$ cat config.mk
export PLATFORM = sky130hd
export DESIGN_NAME = length_prefixed_frame_deframer
export DESIGN_NICKNAME = d
export VERILOG_FILES = /design/src/hdl/lfd_pkg.sv /design/src/hdl/length_prefixed_frame_deframer.sv
export SDC_FILE = /design/constraint.sdc
export NUM_CORES = 1
export LEC_CHECK = 0
export CAP_MARGIN = 10
export CORE_ASPECT_RATIO = 0.5
export CORE_MARGIN = 3
export CORE_UTILIZATION = 42
export CTS_BUF_LIST = sky130_fd_sc_hd__clkbuf_2
export DETAILED_ROUTE_END_ITERATION = 8
export DONT_BUFFER_PORTS = 1
export PLACE_DENSITY = 0.6
export SLEW_MARGIN = 40
export SYNTH_ARGS = -nofsm -noshare
export SYNTH_HDL_FRONTEND = slang
export SYNTH_SLANG_ARGS = --single-unit
export TNS_END_PERCENT = 50
$ cat constraint.sdc
create_clock -name i_clk -period 4.03 [get_ports i_clk]
set_input_delay 0.806 -clock i_clk [delete_from_list [all_inputs] [get_ports i_clk]]
set_output_delay 0.806 -clock i_clk [all_outputs]
set_load 0.02 [all_outputs]
$ cat src/hdl/lfd_pkg.sv
// Shared types and constants for the length-prefixed frame deframer.
`default_nettype none
package lfd_pkg;

    // Header layout, byte offsets into the little-endian header
    localparam int HEADER_BYTES   = 36;
    localparam int CNT_W          = $clog2(HEADER_BYTES);
    localparam int OFF_MAGIC      = 0;
    localparam int OFF_DATA_TYPE  = 4;
    localparam int OFF_STREAM     = 8;
    localparam int OFF_FRAME_TYPE = 12;
    localparam int OFF_SIZE       = 16;
    localparam int OFF_SEQUENCE   = 20;
    localparam int OFF_TIMESTAMP  = 28;

    // Configuration register indexes and reset values
    localparam int CFG_IDX_W = 1;
    localparam logic [CFG_IDX_W-1:0] CFG_MAGIC   = 1'd0;
    localparam logic [CFG_IDX_W-1:0] CFG_MAX_BUF = 1'd1;
    localparam logic [31:0] MAGIC_RESET   = 32'd0;
    localparam logic [23:0] MAX_BUF_RESET = 24'd3145728;

    // Parser phase
    typedef enum logic [1:0] {
        PH_HEADER  = 2'd0,
        PH_PAYLOAD = 2'd1,
        PH_DROP    = 2'd2
    } t_phase;

    // Result status codes
    typedef enum logic [1:0] {
        ST_BYTE     = 2'd0,
        ST_EMPTY    = 2'd1,
        ST_MAGIC    = 2'd2,
        ST_OVERSIZE = 2'd3
    } t_status;

endpackage
`default_nettype wire

$ cat src/hdl/length_prefixed_frame_deframer.sv
// Top level of the length-prefixed frame deframer: header parse and payload forward.
//
//  Channel  | Handshake                | Payload
//  ---------+--------------------------+-------------------------------------------
//  input    | i_valid / o_ready        | i_data_byte, i_chunk_first
//  result   | o_valid / i_ready        | o_status, o_payload_byte, o_frame_last,
//           |                          | o_data_type .. o_timestamp
//  config   | i_cfg_we (no wait)       | i_cfg_idx, i_cfg_data
//
// One byte per clock while the result register is not stalled; a result shows in the cycle after its byte is accepted.
// Latency and throughput are set by the single result register.
// Reset (synchronous, active low) clears phase, counters and result valid, and loads the config reset values.
// A stalled result register stops input transfers until it drains.
// Header fields are read straight from the header byte store, which only changes
// when the result register is free or drains in the same cycle.
`default_nettype none
module length_prefixed_frame_deframer (
    input  wire logic                           i_clk,
    input  wire logic                           i_rst_n,
    // input channel
    input  wire logic                           i_valid,
    output logic                                o_ready,
    input  wire logic [7:0]                     i_data_byte,
    input  wire logic                           i_chunk_first,
    // result channel
    output logic                                o_valid,
    input  wire logic                           i_ready,
    output logic [1:0]                          o_status,
    output logic [7:0]                          o_payload_byte,
    output logic                                o_frame_last,
    output logic [31:0]                         o_data_type,
    output logic [31:0]                         o_stream_type,
    output logic [31:0]                         o_frame_type,
    output logic [31:0]                         o_frame_size,
    output logic signed [63:0]                  o_sequence_res,
    output logic signed [63:0]                  o_timestamp,
    // configuration write port
    input  wire logic                           i_cfg_we,
    input  wire logic [lfd_pkg::CFG_IDX_W-1:0]  i_cfg_idx,
    input  wire logic [31:0]                    i_cfg_data
);
    import lfd_pkg::*;

    // Configuration registers
    logic [31:0] r_magic;
    logic [23:0] r_max_buf;

    // Parser state
    t_phase               r_phase, n_phase;
    logic [CNT_W-1:0]     r_cnt, n_cnt;
    logic [31:0]          r_left, n_left;
    logic [7:0]           r_hdr [HEADER_BYTES];

    // Result register
    logic    r_out_valid, n_out_valid;
    t_status r_out_status, n_out_status;
    logic    [7:0] r_out_byte, n_out_byte;
    logic    r_out_last, n_out_last;

    logic             w_in_xfer;
    logic             w_hdr_byte;
    logic [CNT_W-1:0] w_eff_cnt;
    logic [31:0]      w_rx_magic;
    logic [31:0]      w_size;
    logic [32:0]      w_total;
    logic             w_bad_magic;
    logic             w_hdr_done;
    logic             w_oversize;
    logic             w_with_hdr;

    assign o_ready   = !r_out_valid || i_ready;
    assign w_in_xfer = i_valid && o_ready;

    // Byte belongs to header collection: header phase, or a chunk start ending a drop
    assign w_hdr_byte = (r_phase == PH_HEADER) ||
                        (r_phase != PH_PAYLOAD && i_chunk_first);
    assign w_eff_cnt  = (r_phase == PH_HEADER) ? r_cnt : '0;

    // Magic check on the fourth byte, size check on the last byte
    assign w_rx_magic = {i_data_byte, r_hdr[OFF_MAGIC+2], r_hdr[OFF_MAGIC+1],
                         r_hdr[OFF_MAGIC]};
    assign w_size     = {r_hdr[OFF_SIZE+3], r_hdr[OFF_SIZE+2], r_hdr[OFF_SIZE+1],
                         r_hdr[OFF_SIZE]};
    assign w_total    = 33'(HEADER_BYTES) + {1'b0, w_size};
    assign w_bad_magic = (w_eff_cnt == CNT_W'(OFF_MAGIC + 3)) && (w_rx_magic != r_magic);
    assign w_hdr_done  = (w_eff_cnt == CNT_W'(HEADER_BYTES - 1));
    assign w_oversize  = w_total > {9'd0, r_max_buf};

    // Next phase
    always_comb begin
        n_phase = r_phase;
        if (w_in_xfer) begin
            unique case (r_phase)
                PH_PAYLOAD: begin
                    if (r_left == 32'd1) n_phase = PH_HEADER;
                end
                PH_HEADER, PH_DROP: begin
                    if (w_hdr_byte) begin
                        if (w_bad_magic) begin
                            n_phase = PH_DROP;
                        end else if (w_hdr_done) begin
                            if (w_oversize)          n_phase = PH_DROP;
                            else if (w_size == '0)   n_phase = PH_HEADER;
                            else                     n_phase = PH_PAYLOAD;
                        end else begin
                            n_phase = PH_HEADER;
                        end
                    end
                end
                default: begin
                    if (i_chunk_first) n_phase = PH_HEADER;
                end
            endcase
        end
    end

    // Counters and result
    always_comb begin
        n_cnt        = r_cnt;
        n_left       = r_left;
        n_out_valid  = r_out_valid && !i_ready;
        n_out_status = r_out_status;
        n_out_byte   = r_out_byte;
        n_out_last   = r_out_last;
        if (w_in_xfer) begin
            if (r_phase == PH_PAYLOAD) begin
                n_left       = r_left - 32'd1;
                n_out_valid  = 1'b1;
                n_out_status = ST_BYTE;
                n_out_byte   = i_data_byte;
                n_out_last   = (r_left == 32'd1);
                n_cnt        = '0;
            end else if (w_hdr_byte) begin
                n_cnt = w_eff_cnt + CNT_W'(1);
                if (w_bad_magic) begin
                    n_cnt        = '0;
                    n_out_valid  = 1'b1;
                    n_out_status = ST_MAGIC;
                    n_out_byte   = '0;
                    n_out_last   = 1'b0;
                end else if (w_hdr_done) begin
                    n_cnt = '0;
                    if (w_oversize) begin
                        n_out_valid  = 1'b1;
                        n_out_status = ST_OVERSIZE;
                        n_out_byte   = '0;
                        n_out_last   = 1'b0;
                    end else if (w_size == '0) begin
                        n_out_valid  = 1'b1;
                        n_out_status = ST_EMPTY;
                        n_out_byte   = '0;
                        n_out_last   = 1'b1;
                    end else begin
                        n_left = w_size;
                    end
                end
            end
        end
    end

    // Control registers
    always_ff @(posedge i_clk) begin
        if (!i_rst_n) begin
            r_phase     <= PH_HEADER;
            r_cnt       <= '0;
            r_left      <= '0;
            r_out_valid <= 1'b0;
            r_magic     <= MAGIC_RESET;
            r_max_buf   <= MAX_BUF_RESET;
        end else begin
            r_phase     <= n_phase;
            r_cnt       <= n_cnt;
            r_left      <= n_left;
            r_out_valid <= n_out_valid;
            if (i_cfg_we) begin
                case (i_cfg_idx)
                    CFG_MAGIC:   r_magic   <= i_cfg_data;
                    CFG_MAX_BUF: r_max_buf <= i_cfg_data[23:0];
                    default:     ;
                endcase
            end
        end
    end

    // Result payload and header byte store
    always_ff @(posedge i_clk) begin
        r_out_status <= n_out_status;
        r_out_byte   <= n_out_byte;
        r_out_last   <= n_out_last;
        if (w_in_xfer && r_phase != PH_PAYLOAD && w_hdr_byte) begin
            r_hdr[w_eff_cnt] <= i_data_byte;
        end
    end

    // Header fields go out with payload and empty-frame results, zero on errors
    assign w_with_hdr = (r_out_status == ST_BYTE) || (r_out_status == ST_EMPTY);

    assign o_valid        = r_out_valid;
    assign o_status       = r_out_status;
    assign o_payload_byte = r_out_byte;
    assign o_frame_last   = r_out_last;
    assign o_data_type    = w_with_hdr ?
        {r_hdr[OFF_DATA_TYPE+3], r_hdr[OFF_DATA_TYPE+2],
         r_hdr[OFF_DATA_TYPE+1], r_hdr[OFF_DATA_TYPE]} : '0;
    assign o_stream_type  = w_with_hdr ?
        {r_hdr[OFF_STREAM+3], r_hdr[OFF_STREAM+2],
         r_hdr[OFF_STREAM+1], r_hdr[OFF_STREAM]} : '0;
    assign o_frame_type   = w_with_hdr ?
        {r_hdr[OFF_FRAME_TYPE+3], r_hdr[OFF_FRAME_TYPE+2],
         r_hdr[OFF_FRAME_TYPE+1], r_hdr[OFF_FRAME_TYPE]} : '0;
    assign o_frame_size   = w_with_hdr ? w_size : '0;
    assign o_sequence_res = w_with_hdr ?
        {r_hdr[OFF_SEQUENCE+7], r_hdr[OFF_SEQUENCE+6], r_hdr[OFF_SEQUENCE+5],
         r_hdr[OFF_SEQUENCE+4], r_hdr[OFF_SEQUENCE+3], r_hdr[OFF_SEQUENCE+2],
         r_hdr[OFF_SEQUENCE+1], r_hdr[OFF_SEQUENCE]} : '0;
    assign o_timestamp    = w_with_hdr ?
        {r_hdr[OFF_TIMESTAMP+7], r_hdr[OFF_TIMESTAMP+6], r_hdr[OFF_TIMESTAMP+5],
         r_hdr[OFF_TIMESTAMP+4], r_hdr[OFF_TIMESTAMP+3], r_hdr[OFF_TIMESTAMP+2],
         r_hdr[OFF_TIMESTAMP+1], r_hdr[OFF_TIMESTAMP]} : '0;

    // Checks
    a_payload_left_nonzero: assert property (@(posedge i_clk) disable iff (!i_rst_n)
        (r_phase == PH_PAYLOAD) |-> (r_left != '0))
        else $error("payload phase with no bytes left");

    a_cnt_in_range: assert property (@(posedge i_clk) disable iff (!i_rst_n)
        r_cnt < CNT_W'(HEADER_BYTES))
        else $error("header count out of range");

    a_cnt_clear_outside_header: assert property (@(posedge i_clk) disable iff (!i_rst_n)
        (r_phase != PH_HEADER) |-> (r_cnt == '0))
        else $error("header count not cleared outside header collection");

    a_no_overrun: assert property (@(posedge i_clk) disable iff (!i_rst_n)
        (r_out_valid && !i_ready) |=> (r_out_valid && $stable(r_out_status)
                                        && $stable(r_out_byte)))
        else $error("stalled result overwritten");

    a_last_kind: assert property (@(posedge i_clk) disable iff (!i_rst_n)
        (r_out_valid && r_out_last) |->
            (r_out_status == ST_BYTE || r_out_status == ST_EMPTY))
        else $error("frame_last on an error result");

endmodule
`default_nettype wire
==> impl_metrics.env <==
export IMPL_outcome="finished clean"
export IMPL_ys_warnings_count=0
export IMPL_grt_pass1_wl_um=76000
export IMPL_htreeDepth=3
export IMPL_dieHeight_um=148
export IMPL_grt_ovfl_total=0
export IMPL_synth_cell_types=62
export IMPL_fin_nets=1652
export IMPL_slew_headroom_pct=45.2
export IMPL_rows=51
export IMPL_fin_tns_setup_ns=0
export IMPL_synthCells=1489
export IMPL_numCtsBuffers=87
export IMPL_syn_mean_instance_area_um2=11.4
export IMPL_hp_start="i_cfg_idx"
export IMPL_vias=11900
export IMPL_path_clk_slew_ns=0.11
export IMPL_synth_net_count=1565
export IMPL_critPathMaxFanout=11
export IMPL_fin_skew_ns=0.0467
export IMPL_detail_route_iter0_violations=1201
export IMPL_final_layout_size_suffix_gt1_share_pct=13.3
export IMPL_power_leakage_nw=6.56
export IMPL_yosysTopAreaCell="edfxtp_1"
export IMPL_cellPowerDensity_nw_per_um2=378
export IMPL_synth_most_common_cell="edfxtp_1"
export IMPL_syn_area_um2=17000
export IMPL_top_level_ports=316
export IMPL_routed_via_density=5.49
export IMPL_r2r_start="r_hdr[17][2]$_DFFE_PP_"
export IMPL_required_ns=4.72
export IMPL_period_needed_ns=3.82
export IMPL_wirelength_um=51900
export IMPL_tritoncts="done"
export IMPL_worst_pin_slew_ns=0.820
export IMPL_drc=0
export IMPL_synth_edf_count=291
export IMPL_irDropWorstVdd_v=0.000149
export IMPL_io_buffers=0
export IMPL_grt_pass1_vias=11700
export IMPL_core_area_um2=39400
export IMPL_final_antenna_net_count=0
export IMPL_path_cells="nand3_2, or4_1, nor2_1, xor2_1, ha_1, and4_1, and2_1, o2111ai_1, a211oi_1, or4_1, o211ai_2, o21ai_0, a21oi_2, buf_4"
export IMPL_postLayoutCoreUtil_pct=48.4
export IMPL_slew_violations=0
export IMPL_synth_seq_cells=388
export IMPL_setup_viol=0
export IMPL_start_util_pct=43.2
export IMPL_routabilityCongestion=0.916
export IMPL_hp_class="primary input to flip-flop"
export IMPL_dr_pass1_iters=5
export IMPL_finalHoldViolations=0
export IMPL_synth_top_flop_cell="edfxtp_1"
export IMPL_drv_cap=0
export IMPL_clock_latency_ns=1.00
export IMPL_max_stage_delay_ns=0.60
export IMPL_finalCritPeriodShare_pct=94.9
export IMPL_rsz0062_at_grt="true"
export IMPL_slowest_stage="or4_1"
export IMPL_crit_top_cell="or4_1"
export IMPL_dieArea_um2=43200
export IMPL_die_w_um=291
export IMPL_max_clock_freq_ghz=0.261
export IMPL_detail_route_wl_per_cell_um=23.9
export IMPL_gr_usage_all_layers_pct=23.5
export IMPL_clockBufferDepth=3
export IMPL_nFillCells=3588
export IMPL_yosysSeqAreaShare_pct=62.6
export IMPL_path_class="flip-flop to flip-flop"
export IMPL_root_buffer="clkbuf_2"
export IMPL_yosys_top_cells_area="edfxtp_1, dfxtp_1, nor2b_1"
export IMPL_synthTopCellsByCount="edfxtp_1, nor2b_1, nand2_1, dfxtp_1, clkbuf_1"
export IMPL_grt_max_degree=227
export IMPL_synth_top_area_share_pct=51.3
export IMPL_worstPathArrival_ns=4.52
export IMPL_endpoint_kind="flip-flop"
export IMPL_antenna_found_initial=1
export IMPL_syn_to_final_growth_pct=11.9
export IMPL_worstSetupStartpointType="flip-flop"
export IMPL_clkSinkCount=388
export IMPL_synthArstFlopShare_pct=0
export IMPL_dp_hpwl_um=32800
export IMPL_cp_startpoint="r_hdr[17][2]$_DFFE_PP_"
[report_power, final]
group          total (W)  switching [W]  internal (W)
Combinational   0.000320       0.000204      0.000116
Clock            0.00253        0.00155      0.000984
Sequential       0.00435      0.0000301       0.00432
[layout by cell type (no fill, tap or decap), types with 13 or more instances in the layout]
cell type,n
edfxtp_1,291
nor2b_1,257
nand2_1,208
clkbuf_2,130
dfxtp_1,97
nor2_1,69
a21boi_0,57
xnor2_1,45
buf_4,41
nand3_1,36
o21ai_0,34
dlygate4sd3_1,34
inv_1,32
o22ai_1,30
ha_1,29
nand4_1,23
nor3_1,18
and2_1,15
o31ai_1,14
a21oi_1,13
or3_1,13
[path summary, 6_finish.rpt]
path / endpoint / slack (ns) / cells after the start
min reg2reg: r_max_buf[1]$_SDFFE_PN0P_ / 0.47 / 2
max: o_payload_byte[2]$_SDFFCE_PN0P_ / 0.21 / 14
max reg2reg: o_payload_byte[2]$_SDFFCE_PN0P_ / 0.21 / 14
min: r_magic[5]$_SDFFE_PN0P_ / 0.15 / 3
[sequential cells by signal, indices dropped and copies added (netlist names)]
register        cells
o_status            2
o_valid             1
r_cnt               6
o_frame_last        1
o_payload_byte      8
r_phase             2
r_hdr             280
r_max_buf          24
r_left             32
r_magic            32
[worst max-delay path: cells and delay by family, from the launching register on]
kind,cells,cell delay [ns]
AOI/OAI and AO/OA,5,0.76
xor gates and xnor gates,1,0.16
adders and majority gates,1,0.27
buffers and inverters,1,0.20
DFF,1,0.40
and+or+nand+nor,6,1.77
[area by class of cell]
class                           count  area (um^2)  share of cell area, %
Clock buffer                      130          651                   3.41
Multi-Input combinational cell    980         5910                   31.0
Timing Repair Buffer               87          898                   4.71
Tap cell                          530          663                   3.48
Sequential cell                   388        10700                   56.0
Antenna cell                        1         2.50                 0.0131
Inverter                           32          120                  0.630
Clock inverter                     22          149                  0.780
[through the flow]
| stage | setup slack, ns | power [W] | instances | hold slack [ns] | instance area [um^2] |
|---|---|---|---|---|---|
| after global placement | 0.274 | 0.00462 | 1971 | 0.455 | 17700 |
| after global routing | -0.0191 | 0.00752 | 2170 | 0.0286 | 19100 |
| after detailed placement | 0.236 | 0.00463 | 1971 | 0.461 | 17700 |
| final | 0.205 | 0.00721 | 2170 | 0.148 | 19100 |
| after floorplan | 0.0758 | 0.00458 | 1489 | 0.443 | 17100 |
| after CTS | 0.170 | 0.00727 | 2166 | 0.0391 | 19000 |
[routing by layer]
metal | vias to the layer above | share of wire [%] | GRT usage (%)
met1 | 5838 | 41 | 29.9
met3 | 106 | 6.5 | 5.57
li1 | 5446 | - | -
met2 | 515 | 49 | 38.5
met5 | - | 0 | 0
met4 | 0 | 3.3 | 10.1
[timing repair]
action | 4_1_cts | 5_1_grt
endpoints found under the setup margin | 0 | 43
gates resized for setup | 0 | 5
hold endpoints to repair | 385 | 0
setup buffers | 0 | 1
hold buffers | 43 | 0
[cell families (layout without fill, tap and decap cells)]
family | Yosys count | in the layout | synth area share (%)
compound gates | 201 | 202 | 8.29
buf+inv | 122 | 271 | 2.86
flops | 388 | 388 | 62.6
fa+ha+maj | 29 | 29 | 2.13
xor+xnor | 55 | 55 | 2.83
simple gates | 693 | 693 | 21.2
other cells | 0 | 1 | 0
mux | 1 | 1 | 0.0587
(Power assumes the default switching activity.)
